**src/hdl/sl_pkg.sv**
```systemverilog
`timescale 1ns / 1ps
// ----------------------------------------------------------------------------
// sl_pkg: shared definitions for the source lexer
// Token kind codes, counter widths and the keyword lookup.
// ----------------------------------------------------------------------------
package sl_pkg;

    localparam int OFFSET_BITS = 16;
    localparam int LINE_BITS   = 16;

    typedef logic [5:0]  t_kind;
    typedef logic [47:0] t_window;

    localparam t_kind K_EOF        = 6'd0;
    localparam t_kind K_IDENT      = 6'd1;
    localparam t_kind K_NUMBER     = 6'd2;
    localparam t_kind K_STRING     = 6'd3;
    localparam t_kind K_LPAREN     = 6'd4;
    localparam t_kind K_RPAREN     = 6'd5;
    localparam t_kind K_LBRACE     = 6'd6;
    localparam t_kind K_RBRACE     = 6'd7;
    localparam t_kind K_ARROW      = 6'd8;
    localparam t_kind K_MINUS      = 6'd9;
    localparam t_kind K_PLUS       = 6'd10;
    localparam t_kind K_STAR       = 6'd11;
    localparam t_kind K_SLASH      = 6'd12;
    localparam t_kind K_COMMA      = 6'd13;
    localparam t_kind K_SEMI       = 6'd14;
    localparam t_kind K_COLON      = 6'd15;
    localparam t_kind K_GE         = 6'd16;
    localparam t_kind K_GT         = 6'd17;
    localparam t_kind K_LE         = 6'd18;
    localparam t_kind K_LT         = 6'd19;
    localparam t_kind K_EQEQ       = 6'd20;
    localparam t_kind K_ASSIGN     = 6'd21;
    localparam t_kind K_QUEST      = 6'd22;
    localparam t_kind K_NE         = 6'd23;
    localparam t_kind K_KW_AND     = 6'd24;
    localparam t_kind K_KW_AUTO    = 6'd25;
    localparam t_kind K_KW_BOOL    = 6'd26;
    localparam t_kind K_KW_ELSE    = 6'd27;
    localparam t_kind K_KW_FALSE   = 6'd28;
    localparam t_kind K_KW_FLOAT   = 6'd29;
    localparam t_kind K_KW_FIXED   = 6'd30;
    localparam t_kind K_KW_FOR     = 6'd31;
    localparam t_kind K_KW_IF      = 6'd32;
    localparam t_kind K_KW_NOT     = 6'd33;
    localparam t_kind K_KW_NONE    = 6'd34;
    localparam t_kind K_KW_OR      = 6'd35;
    localparam t_kind K_KW_RETURN  = 6'd36;
    localparam t_kind K_KW_STR     = 6'd37;
    localparam t_kind K_KW_TRUE    = 6'd38;
    localparam t_kind K_KW_WHILE   = 6'd39;
    localparam t_kind K_ERR_CHAR   = 6'd40;
    localparam t_kind K_ERR_STRING = 6'd41;

    // Keyword windows hold the first byte of the word in the lowest byte,
    // with unused upper bytes zero.
    function automatic t_kind kw_lookup(input t_window win, input logic [2:0] len);
        t_kind k;
        k = K_IDENT;
        if      (len == 3'd3 && win == 48'h0000_0064_6E61) k = K_KW_AND;
        else if (len == 3'd4 && win == 48'h0000_6F74_7561) k = K_KW_AUTO;
        else if (len == 3'd4 && win == 48'h0000_6C6F_6F62) k = K_KW_BOOL;
        else if (len == 3'd4 && win == 48'h0000_6573_6C65) k = K_KW_ELSE;
        else if (len == 3'd5 && win == 48'h0065_736C_6166) k = K_KW_FALSE;
        else if (len == 3'd5 && win == 48'h0074_616F_6C66) k = K_KW_FLOAT;
        else if (len == 3'd5 && win == 48'h0064_6578_6966) k = K_KW_FIXED;
        else if (len == 3'd3 && win == 48'h0000_0072_6F66) k = K_KW_FOR;
        else if (len == 3'd2 && win == 48'h0000_0000_6669) k = K_KW_IF;
        else if (len == 3'd3 && win == 48'h0000_0074_6F6E) k = K_KW_NOT;
        else if (len == 3'd4 && win == 48'h0000_656E_6F6E) k = K_KW_NONE;
        else if (len == 3'd2 && win == 48'h0000_0000_726F) k = K_KW_OR;
        else if (len == 3'd6 && win == 48'h6E72_7574_6572) k = K_KW_RETURN;
        else if (len == 3'd3 && win == 48'h0000_0072_7473) k = K_KW_STR;
        else if (len == 3'd4 && win == 48'h0000_6575_7274) k = K_KW_TRUE;
        else if (len == 3'd5 && win == 48'h0065_6C69_6877) k = K_KW_WHILE;
        return k;
    endfunction

endpackage

```
**src/hdl/sl_in_if.sv**
```systemverilog
`timescale 1ns / 1ps
// ----------------------------------------------------------------------------
// sl_in_if: source byte channel
// One word is a source byte or an end-of-source marker.
// ----------------------------------------------------------------------------
interface sl_in_if;
    logic       valid;
    logic       ready;
    logic       kind;
    logic [7:0] char_byte;

    modport source (output valid, output kind, output char_byte, input ready);
    modport sink   (input valid, input kind, input char_byte, output ready);
endinterface

```
**src/hdl/sl_out_if.sv**
```systemverilog
`timescale 1ns / 1ps
// ----------------------------------------------------------------------------
// sl_out_if: token channel
// One word is one token with its position, length and line.
// ----------------------------------------------------------------------------
interface sl_out_if;
    logic        valid;
    logic        ready;
    logic [5:0]  token_kind;
    logic [15:0] start_offset;
    logic [15:0] token_length;
    logic [15:0] line_number;
    logic        last_of_run;

    modport source (output valid, output token_kind, output start_offset,
                    output token_length, output line_number, output last_of_run,
                    input ready);
    modport sink   (input valid, input token_kind, input start_offset,
                    input token_length, input line_number, input last_of_run,
                    output ready);
endinterface

```
**src/hdl/source_lexer.sv**
```systemverilog
`timescale 1ns / 1ps
// ----------------------------------------------------------------------------
// source_lexer: streaming lexical scanner
// Turns a byte stream into tokens with offset, length and line number.
// ----------------------------------------------------------------------------
// Channel   Dir  Payload                                          Handshake
// i_in      in   kind, char_byte                                  valid/ready
// o_out     out  token_kind, start_offset, token_length,          valid/ready
//                line_number, last_of_run
// i_cfg     in   i_cfg_data (first_line)                          i_cfg_we
//
// A byte enters the input register, is scanned there and its tokens
// (zero, one or two) go into a three-entry result queue. One byte per cycle
// is sustained while each byte yields at most one token and the sink keeps
// up; a byte that yields two tokens holds back the next byte. The queue
// room check (at most one entry held) sets the rate. Reset is synchronous,
// active low, and clears the scanner, the input register and the queue.
// ----------------------------------------------------------------------------
module source_lexer
    import sl_pkg::*;
(
    input  logic          i_clk,
    input  logic          i_rst_n,
    sl_in_if.sink         i_in,
    sl_out_if.source      o_out,
    input  logic          i_cfg_we,
    input  logic [15:0]   i_cfg_data
);

    typedef logic [OFFSET_BITS-1:0] t_off;
    typedef logic [LINE_BITS-1:0]   t_line;

    typedef struct packed {
        t_kind       kind;
        logic [15:0] start;
        logic [15:0] length;
        logic [15:0] line;
        logic        last;
    } t_token;

    typedef enum logic [3:0] {
        M_IDLE, M_IDENT, M_NUM_INT, M_NUM_FRAC, M_STRING, M_COMMENT,
        M_MINUS, M_GT, M_LT, M_EQ, M_BANG
    } t_mode;

    localparam t_off  OFF_MAX  = '1;
    localparam t_line LINE_MAX = '1;

    localparam logic [7:0] CH_TAB    = 8'h09;
    localparam logic [7:0] CH_LF     = 8'h0A;
    localparam logic [7:0] CH_CR     = 8'h0D;
    localparam logic [7:0] CH_SPACE  = 8'h20;
    localparam logic [7:0] CH_BANG   = 8'h21;
    localparam logic [7:0] CH_QUOTE  = 8'h22;
    localparam logic [7:0] CH_HASH   = 8'h23;
    localparam logic [7:0] CH_LPAREN = 8'h28;
    localparam logic [7:0] CH_RPAREN = 8'h29;
    localparam logic [7:0] CH_STAR   = 8'h2A;
    localparam logic [7:0] CH_PLUS   = 8'h2B;
    localparam logic [7:0] CH_COMMA  = 8'h2C;
    localparam logic [7:0] CH_MINUS  = 8'h2D;
    localparam logic [7:0] CH_DOT    = 8'h2E;
    localparam logic [7:0] CH_SLASH  = 8'h2F;
    localparam logic [7:0] CH_COLON  = 8'h3A;
    localparam logic [7:0] CH_SEMI   = 8'h3B;
    localparam logic [7:0] CH_LT     = 8'h3C;
    localparam logic [7:0] CH_EQ     = 8'h3D;
    localparam logic [7:0] CH_GT     = 8'h3E;
    localparam logic [7:0] CH_QUEST  = 8'h3F;
    localparam logic [7:0] CH_UNDER  = 8'h5F;
    localparam logic [7:0] CH_LBRACE = 8'h7B;
    localparam logic [7:0] CH_RBRACE = 8'h7D;

    // Input register.
    logic       r_in_valid;
    logic       r_in_kind;
    logic [7:0] r_in_byte;

    // Scanner state.
    logic [15:0] r_first_line;
    t_mode       r_mode, n_mode;
    t_line       r_line, n_line;
    t_off        r_pos, n_pos;
    t_off        r_begin, n_begin;
    t_window     r_win, n_win;
    logic [2:0]  r_wl, n_wl;

    // Result queue.
    t_token      r_fifo [0:2];
    logic [1:0]  r_wr, r_rd;
    logic [1:0]  r_count;

    logic        proc_fire;
    logic        pop;
    logic [1:0]  n_push;
    t_token      e0, e1;

    function automatic logic [1:0] ptr_next(input logic [1:0] p);
        return (p == 2'd2) ? 2'd0 : p + 2'd1;
    endfunction

    function automatic t_token make_tok(input t_kind k, input t_off s, input t_off l,
                                        input t_line ln);
        t_token t;
        t.kind   = k;
        t.start  = 16'(s);
        t.length = 16'(l);
        t.line   = 16'(ln);
        t.last   = 1'b0;
        return t;
    endfunction

    assign proc_fire   = r_in_valid && (r_count <= 2'd1);
    assign pop         = o_out.valid && o_out.ready;
    assign i_in.ready  = !r_in_valid || proc_fire;

    // Scan of one word.
    logic   [7:0] c;
    logic         is_alpha, is_digit, consumed;
    t_off         diff, incl;
    t_line        line_restart;
    logic         fl_v, a_v, s_v;
    t_kind        fl_kind;
    t_off         fl_len;
    t_token       a_tok, s_tok;

    always_comb begin
        c        = r_in_byte;
        is_alpha = (c >= 8'h61 && c <= 8'h7A) || (c >= 8'h41 && c <= 8'h5A) || c == CH_UNDER;
        is_digit = c >= 8'h30 && c <= 8'h39;
        diff     = r_pos - r_begin;
        incl     = (diff == OFF_MAX) ? OFF_MAX : diff + t_off'(1);

        if (33'(r_first_line) > 33'(LINE_MAX)) begin
            line_restart = LINE_MAX;
        end else begin
            line_restart = LINE_BITS'(r_first_line);
        end

        // What the pending token becomes if it ends here.
        fl_v    = 1'b1;
        fl_len  = diff;
        fl_kind = K_IDENT;
        unique case (r_mode)
            M_IDENT:    fl_kind = kw_lookup(r_win, r_wl);
            M_NUM_INT,
            M_NUM_FRAC: fl_kind = K_NUMBER;
            M_MINUS:    fl_kind = K_MINUS;
            M_GT:       fl_kind = K_GT;
            M_LT:       fl_kind = K_LT;
            M_EQ:       fl_kind = K_ASSIGN;
            M_BANG: begin
                fl_kind = K_ERR_CHAR;
                fl_len  = t_off'(1);
            end
            M_STRING:   fl_kind = K_ERR_STRING;
            default:    fl_v = 1'b0;
        endcase

        n_mode   = r_mode;
        n_line   = r_line;
        n_pos    = r_pos;
        n_begin  = r_begin;
        n_win    = r_win;
        n_wl     = r_wl;
        consumed = 1'b0;
        a_v      = 1'b0;
        a_tok    = make_tok(fl_kind, r_begin, fl_len, r_line);
        s_v      = 1'b0;
        s_tok    = make_tok(K_EOF, r_pos, t_off'(0), r_line);

        if (r_in_kind) begin
            a_v     = fl_v;
            s_v     = 1'b1;
            n_mode  = M_IDLE;
            n_line  = line_restart;
            n_pos   = '0;
            n_begin = '0;
            n_win   = '0;
            n_wl    = '0;
        end else begin
            unique case (r_mode)
                M_IDENT: begin
                    if (is_alpha || is_digit) begin
                        consumed = 1'b1;
                        if (r_wl < 3'd6) n_win[8*r_wl +: 8] = c;
                        if (r_wl < 3'd7) n_wl = r_wl + 3'd1;
                    end
                end
                M_NUM_INT: begin
                    if (is_digit) begin
                        consumed = 1'b1;
                    end else if (c == CH_DOT) begin
                        consumed = 1'b1;
                        n_mode   = M_NUM_FRAC;
                    end
                end
                M_NUM_FRAC: consumed = is_digit;
                M_STRING: begin
                    consumed = 1'b1;
                    if (c == CH_QUOTE) begin
                        a_v    = 1'b1;
                        a_tok  = make_tok(K_STRING, r_begin, incl, r_line);
                        n_mode = M_IDLE;
                    end else if (c == CH_LF && r_line != LINE_MAX) begin
                        n_line = r_line + t_line'(1);
                    end
                end
                M_COMMENT: begin
                    consumed = 1'b1;
                    if (c == CH_LF) begin
                        n_mode = M_IDLE;
                        if (r_line != LINE_MAX) n_line = r_line + t_line'(1);
                    end
                end
                M_MINUS: begin
                    if (c == CH_GT) begin
                        consumed = 1'b1;
                        a_v      = 1'b1;
                        a_tok    = make_tok(K_ARROW, r_begin, incl, r_line);
                        n_mode   = M_IDLE;
                    end
                end
                M_GT, M_LT, M_EQ, M_BANG: begin
                    if (c == CH_EQ) begin
                        consumed = 1'b1;
                        a_v      = 1'b1;
                        n_mode   = M_IDLE;
                        unique case (r_mode)
                            M_GT:    a_tok = make_tok(K_GE, r_begin, incl, r_line);
                            M_LT:    a_tok = make_tok(K_LE, r_begin, incl, r_line);
                            M_EQ:    a_tok = make_tok(K_EQEQ, r_begin, incl, r_line);
                            default: a_tok = make_tok(K_NE, r_begin, incl, r_line);
                        endcase
                    end
                end
                default: consumed = 1'b0;
            endcase

            if (!consumed) begin
                // The pending token ends before this byte, which then starts anew.
                a_v    = fl_v;
                n_mode = M_IDLE;
                s_tok  = make_tok(K_ERR_CHAR, r_pos, t_off'(1), r_line);
                unique case (c)
                    CH_SPACE, CH_CR, CH_TAB: s_v = 1'b0;
                    CH_LF:     if (r_line != LINE_MAX) n_line = r_line + t_line'(1);
                    CH_HASH:   n_mode = M_COMMENT;
                    CH_LPAREN: begin s_v = 1'b1; s_tok.kind = K_LPAREN; end
                    CH_RPAREN: begin s_v = 1'b1; s_tok.kind = K_RPAREN; end
                    CH_LBRACE: begin s_v = 1'b1; s_tok.kind = K_LBRACE; end
                    CH_RBRACE: begin s_v = 1'b1; s_tok.kind = K_RBRACE; end
                    CH_PLUS:   begin s_v = 1'b1; s_tok.kind = K_PLUS;   end
                    CH_STAR:   begin s_v = 1'b1; s_tok.kind = K_STAR;   end
                    CH_SLASH:  begin s_v = 1'b1; s_tok.kind = K_SLASH;  end
                    CH_COMMA:  begin s_v = 1'b1; s_tok.kind = K_COMMA;  end
                    CH_SEMI:   begin s_v = 1'b1; s_tok.kind = K_SEMI;   end
                    CH_COLON:  begin s_v = 1'b1; s_tok.kind = K_COLON;  end
                    CH_QUEST:  begin s_v = 1'b1; s_tok.kind = K_QUEST;  end
                    CH_MINUS:  begin n_mode = M_MINUS;  n_begin = r_pos; end
                    CH_GT:     begin n_mode = M_GT;     n_begin = r_pos; end
                    CH_LT:     begin n_mode = M_LT;     n_begin = r_pos; end
                    CH_EQ:     begin n_mode = M_EQ;     n_begin = r_pos; end
                    CH_BANG:   begin n_mode = M_BANG;   n_begin = r_pos; end
                    CH_QUOTE:  begin n_mode = M_STRING; n_begin = r_pos; end
                    default: begin
                        if (is_alpha) begin
                            n_mode  = M_IDENT;
                            n_begin = r_pos;
                            n_win   = t_window'(c);
                            n_wl    = 3'd1;
                        end else if (is_digit) begin
                            n_mode  = M_NUM_INT;
                            n_begin = r_pos;
                        end else begin
                            s_v = 1'b1;
                        end
                    end
                endcase
            end

            if (r_pos != OFF_MAX) n_pos = r_pos + t_off'(1);
        end

        // Pack the results in order and mark the final one.
        e0     = a_v ? a_tok : s_tok;
        e1     = s_tok;
        n_push = 2'(a_v) + 2'(s_v);
        e0.last = (n_push == 2'd1);
        e1.last = 1'b1;
    end

    always_ff @(posedge i_clk) begin
        if (!i_rst_n) begin
            r_in_valid   <= 1'b0;
            r_first_line <= 16'd1;
            r_mode       <= M_IDLE;
            r_line       <= t_line'(1);
            r_pos        <= '0;
            r_begin      <= '0;
            r_win        <= '0;
            r_wl         <= '0;
            r_wr         <= '0;
            r_rd         <= '0;
            r_count      <= '0;
        end else begin
            if (i_cfg_we) r_first_line <= i_cfg_data;

            if (i_in.valid && i_in.ready) begin
                r_in_valid <= 1'b1;
                r_in_kind  <= i_in.kind;
                r_in_byte  <= i_in.char_byte;
            end else if (proc_fire) begin
                r_in_valid <= 1'b0;
            end

            if (proc_fire) begin
                r_mode  <= n_mode;
                r_line  <= n_line;
                r_pos   <= n_pos;
                r_begin <= n_begin;
                r_win   <= n_win;
                r_wl    <= n_wl;
                if (n_push != 2'd0) r_fifo[r_wr] <= e0;
                if (n_push == 2'd2) r_fifo[ptr_next(r_wr)] <= e1;
                if (n_push == 2'd1) r_wr <= ptr_next(r_wr);
                if (n_push == 2'd2) r_wr <= ptr_next(ptr_next(r_wr));
            end

            if (pop) r_rd <= ptr_next(r_rd);
            r_count <= r_count + (proc_fire ? n_push : 2'd0) - 2'(pop);
        end
    end

    assign o_out.valid        = (r_count != 2'd0);
    assign o_out.token_kind   = r_fifo[r_rd].kind;
    assign o_out.start_offset = r_fifo[r_rd].start;
    assign o_out.token_length = r_fifo[r_rd].length;
    assign o_out.line_number  = r_fifo[r_rd].line;
    assign o_out.last_of_run  = r_fifo[r_rd].last;

    // An end marker always yields at least the Eof word.
    a_eof_pushes: assert property (@(posedge i_clk) disable iff (!i_rst_n)
        (proc_fire && r_in_kind) |-> (n_push != 2'd0))
        else $error("end marker produced no token");

    // After an end marker the scanner is back at the start of a source.
    a_eof_restart: assert property (@(posedge i_clk) disable iff (!i_rst_n)
        (proc_fire && r_in_kind) |=> (r_pos == '0 && r_mode == M_IDLE && r_wl == 3'd0))
        else $error("scanner not restarted after end marker");

    // The byte counter never moves backward within a source.
    a_pos_monotonic: assert property (@(posedge i_clk) disable iff (!i_rst_n)
        (proc_fire && !r_in_kind) |=> (r_pos >= $past(r_pos)))
        else $error("byte position went backward");

    // The queue never overflows its three entries.
    a_queue_room: assert property (@(posedge i_clk) disable iff (!i_rst_n)
        proc_fire |-> (3'(r_count) + 3'(n_push) <= 3'd3))
        else $error("result queue overflow");

endmodule

```
**src/flat_wrapper.sv**
```systemverilog
// flat-port wrapper written by rule: the top's interface ports become plain ports
module source_lexer_flat import sl_pkg::*;
  (i_clk, i_rst_n, i_cfg_we, i_cfg_data, i_in_valid, i_in_kind, i_in_char_byte, i_in_ready, o_out_valid, o_out_token_kind, o_out_start_offset, o_out_token_length, o_out_line_number, o_out_last_of_run, o_out_ready);
  sl_in_if i_in_i ();
  sl_out_if o_out_i ();
  input  logic i_clk;
  input  logic i_rst_n;
  input  logic i_cfg_we;
  input  logic [15:0] i_cfg_data;
  input wire logic [$bits(i_in_i.valid)-1:0] i_in_valid;
  input wire logic [$bits(i_in_i.kind)-1:0] i_in_kind;
  input wire logic [$bits(i_in_i.char_byte)-1:0] i_in_char_byte;
  output wire logic [$bits(i_in_i.ready)-1:0] i_in_ready;
  output wire logic [$bits(o_out_i.valid)-1:0] o_out_valid;
  output wire logic [$bits(o_out_i.token_kind)-1:0] o_out_token_kind;
  output wire logic [$bits(o_out_i.start_offset)-1:0] o_out_start_offset;
  output wire logic [$bits(o_out_i.token_length)-1:0] o_out_token_length;
  output wire logic [$bits(o_out_i.line_number)-1:0] o_out_line_number;
  output wire logic [$bits(o_out_i.last_of_run)-1:0] o_out_last_of_run;
  input wire logic [$bits(o_out_i.ready)-1:0] o_out_ready;
  assign i_in_i.valid = i_in_valid;
  assign i_in_i.kind = i_in_kind;
  assign i_in_i.char_byte = i_in_char_byte;
  assign i_in_ready = i_in_i.ready;
  assign o_out_valid = o_out_i.valid;
  assign o_out_token_kind = o_out_i.token_kind;
  assign o_out_start_offset = o_out_i.start_offset;
  assign o_out_token_length = o_out_i.token_length;
  assign o_out_line_number = o_out_i.line_number;
  assign o_out_last_of_run = o_out_i.last_of_run;
  assign o_out_i.ready = o_out_ready;
  source_lexer u_core (.i_clk(i_clk), .i_rst_n(i_rst_n), .i_in(i_in_i), .o_out(o_out_i), .i_cfg_we(i_cfg_we), .i_cfg_data(i_cfg_data));
endmodule
```
**config.mk**
```make
export PLATFORM = sky130hd
export DESIGN_NAME = source_lexer_flat
export DESIGN_NICKNAME = d
export VERILOG_FILES = /design/src/hdl/sl_pkg.sv /design/src/hdl/sl_in_if.sv /design/src/hdl/sl_out_if.sv /design/src/hdl/source_lexer.sv /design/src/flat_wrapper.sv
export SDC_FILE = /design/constraint.sdc
export NUM_CORES = 1
export LEC_CHECK = 0
export BUFFER_PORTS_ARGS = -buffer_cell sky130_fd_sc_hd__buf_2
export CAP_MARGIN = 10
export CORE_MARGIN = 1
export CORE_UTILIZATION = 35
export CTS_BUF_LIST = sky130_fd_sc_hd__clkbuf_16
export DETAILED_ROUTE_END_ITERATION = 12
export GPL_TIMING_DRIVEN = 0
export HOLD_SLACK_MARGIN = 0.02
export PLACE_DENSITY_LB_ADDON = 0.1
export REMOVE_ABC_BUFFERS = 1
export SLEW_MARGIN = 10
export SYNTH_ARGS = -nofsm -noshare
export SYNTH_HDL_FRONTEND = slang
export SYNTH_SLANG_ARGS = --single-unit
```
**constraint.sdc**
```tcl
create_clock -name i_clk -period 12.15 [get_ports i_clk]
set_input_delay 2.43 -clock i_clk [delete_from_list [all_inputs] [get_ports i_clk]]
set_output_delay 2.43 -clock i_clk [all_outputs]
set_load 0.01 [all_outputs]
```
==> results.sh <==
export IMPL_fmax_mhz=172
export IMPL_maxSlewViolCount=0
export IMPL_combPwrFrac=0.131
export IMPL_grt_pass1_vias=13500
export IMPL_grt_usage=0.213
export IMPL_status="finished clean"
export IMPL_tritoncts="done"
export IMPL_initial_core_util=0.354
export IMPL_die_w_um=222
export IMPL_rrSetupSlack_ns=6.33
export IMPL_cts_hold_buf=0
export IMPL_switching_power_uw=686
export IMPL_timing_rr_end="u_core.r_fifo[0][28]"
export IMPL_p_int_mw=1.86
export IMPL_ctsResizeCount=0
export IMPL_hp_start="u_core.r_fifo[1][26]"
export IMPL_antenna_found_initial=0
export IMPL_detail_route_antenna_nets=0
export IMPL_clock_path_buffers=3
export IMPL_min_to="u_core.r_fifo[1][26]"
export IMPL_drt_iter0_drc=1331
export IMPL_synth_top_cell_by_area="edfxtp_1"
export IMPL_crit_path_end_kind="flop"
export IMPL_place_ws_ns=5.95
export IMPL_synth_top_area_share=0.224
export IMPL_start_kind="flop"
export IMPL_cts_max_level=2
export IMPL_core_area_mm2=0.0476
export IMPL_drv_cap=0
export IMPL_path_buf_inv=1
export IMPL_crit_path_max_fanout=25
export IMPL_setup_viol=0
export IMPL_die_h_um=222
export IMPL_ys_warn_count=0
export IMPL_crit_family="simple AND/OR/NAND/NOR gates"
export IMPL_yosysSeqAreaShare=0.433
export IMPL_row_count=80
export IMPL_path_cells="a21oi_1 > nand4b_1 > nand4b_1 > a21oi_1 > o21ai_2 > inv_2 > ha_1 > nor4_2 > and2_1 > nand3_1 > mux2_2 > nand2_1"
export IMPL_crit_slowest_cell="and2_1"
export IMPL_post_route_min_period_ns=5.82
export IMPL_min_path_cells=2
export IMPL_whs_ns=0.450
export IMPL_dpl_hpwl_um=36900
export IMPL_ios=87
export IMPL_async_flop_share=0
export IMPL_globalplace_congestion=0.931
export IMPL_ys_ff_latch=302
export IMPL_cellPowerDensity_mw_per_mm2=133
export IMPL_synthCells=1900
export IMPL_grt_start_max_net_pins=66
export IMPL_finalHoldViolations=0
export IMPL_fillCellCount=4775
export IMPL_clkPwrFrac=0.421
export IMPL_setup_ws_ns=6.33
export IMPL_drt_pass1_iter_count=5
export IMPL_dp_cells=2497
export IMPL_insertion_delay_ns=0.55
export IMPL_tns_ns=0
export IMPL_fp_dieArea_mm2=0.0491
export IMPL_cpPeakStageDelay_ns=1.10
export IMPL_viasPerCell=5.67
export IMPL_ir_drop_uv=130
export IMPL_r2r_start="u_core.c[1]"
export IMPL_p_sw_frac=0.270
export IMPL_diodes=0
export IMPL_path_class="reg2reg"
export IMPL_worstRegToRegCells=12
export IMPL_synth_cell_area_mm2=0.0169
export IMPL_fin_skew_ns=0.0125
export IMPL_hp_class="reg2reg"
export IMPL_avgSynthCellArea_um2=8.88
export IMPL_wire_per_inst_um=20.7
export IMPL_vias=14500
export IMPL_finalNonFillerCells=2563
export IMPL_cts_root_buf="clkbuf_16"
export IMPL_grt_remaining_overflow=0
export IMPL_worst_pin_slew_ns=1.29
export IMPL_cts_buffers=36
export IMPL_yosys_cell_count_top_type="nand2_1"
export IMPL_cp_arrival_ns=6.30
export IMPL_p_leak_nw=6.53
export IMPL_period_share=0.479
export IMPL_yosysUniqueCellTypes=102
export IMPL_clk_pin_slew_ns=0.06
export IMPL_cts_setup_buffers=0
export IMPL_ys_flop_type="dfxtp_1"
export IMPL_synth_common_cells="nand2_1, o21ai_0, dfxtp_1"
export IMPL_synth_edff_count=126
export IMPL_routed_wirelength_um=53000
export IMPL_synthTopCellsByArea="edfxtp_1, dfxtp_1, nand2_1"
export IMPL_rsz0062_at_grt="no"
export IMPL_grt_pass1_wl_um=81700
export IMPL_slew_headroom=0.141
export IMPL_cts_sinks=302
export IMPL_port_buffers=86
export IMPL_fin_nets=1982
export IMPL_drive_gt1_frac=0.111
export IMPL_drc_errors=0
export IMPL_seqPwrFrac=0.448
export IMPL_area_growth_pct=13.3
export IMPL_worst_ep_required_time_ns=12.63
final cells by class:
class,instances,area (um2),share of cell area
Clock buffer,38,951,0.0498
Clock inverter,28,223,0.0117
Inverter,52,198,0.0103
Multi-Input combinational cell,1426,8920,0.467
Sequential cell,302,7310,0.383
Tap cell,615,769,0.0403
Timing Repair Buffer,102,739,0.0387
power by group through the flow:
stage	Combinational (mW)	Clock, mW	Sequential [mW]
after CTS	0.336	1.10	1.14
after detailed placement	0.335	0	1.16
final	0.333	1.07	1.14
after floorplan	0.190	0	1.16
after global routing	0.365	1.13	1.14
after global placement	0.302	0	1.18
registers in the layout, summed over array words and instances (netlist names), 3 cells and up, named ones only:
name	count
u_core.r_win	48
u_core.r_line	16
u_core.r_fifo	165
u_core.r_pos	16
u_core.c	8
u_core.line_restart	16
u_core.r_begin	16
u_core.r_wl	3
u_core.r_mode	4
cell usage in the layout (no fill, tap or decap), drive strengths merged, types with 24 or more instances in the layout:
master	Yosys	layout
mux2i	74	74
nand3	64	64
inv	52	60
nor2b	49	49
nand4	30	30
edfxtp	126	126
nor4	24	24
and2	45	45
nand2	253	253
a22o	38	38
nor2	114	114
o2bb2ai	25	25
dfxtp	176	176
o22ai	34	34
a21oi	79	79
buf	21	102
o21ai	193	193
clkbuf	99	38
ha	31	31
nor3	45	45
cells by family (layout without fill, tap and decap cells):
family          count (synthesis)  count (layout)  synth area share
compound gates                520             520             0.201
xor+xnor                       35              35            0.0186
fa+ha+maj                      32              32            0.0242
buf+inv                       172             220            0.0408
flops                         302             302             0.433
mux                            81              81            0.0490
simple gates                  758             758             0.234
tightest hold or removal path: cells and delay by family, from the launching register on:
kind	cells	cell delay, ns
AOI/OAI and AO/OA	1	0.05
DFF	1	0.32
and+or+nand+nor	1	0.04
per-stage QoR:
| step | power [mW] | instance area, um2 | util |
|---|---|---|---|
| 5_1_grt | 2.64 | 19100 | 0.401 |
| 4_1_cts | 2.57 | 19100 | 0.401 |
| 3_3_place_gp | 1.49 | 17600 | 0.369 |
| 2_1_floorplan | 1.35 | 16400 | - |
| 6_report | 2.54 | 19100 | 0.401 |
| 3_5_place_dp | 1.49 | 17900 | 0.376 |
metal layers:
metal / wire [um] / up-vias / GRT usage
li1: - / 7044 / -
met1: 25100 / 7008 / 0.300
met2: 23700 / 422 / 0.333
met3: 3270 / 65 / 0.0439
met4: 973 / 0 / 0.0526
met5: 0 / - / 0
worst max-delay path by stage:
stage / startpoint / depth (start not counted) / endpoint / slack [ns]
6_report: u_core.c[1] / 12 / u_core.r_fifo[0][28] / 6.33
5_1_grt: u_core.c[1] / 12 / u_core.r_fifo[0][28] / 5.95
4_1_cts: u_core.c[1] / 10 / u_core.r_fifo[1][46] / 5.93
3_5_place_dp: u_core.c[1] / 10 / u_core.r_fifo[1][46] / 5.95
3_3_place_gp: i_rst_n / 5 / u_core.r_fifo[0][41] / 3.22
2_1_floorplan: i_rst_n / 4 / u_core.r_fifo[1][10] / 7.17
(Power assumes the default switching activity.)
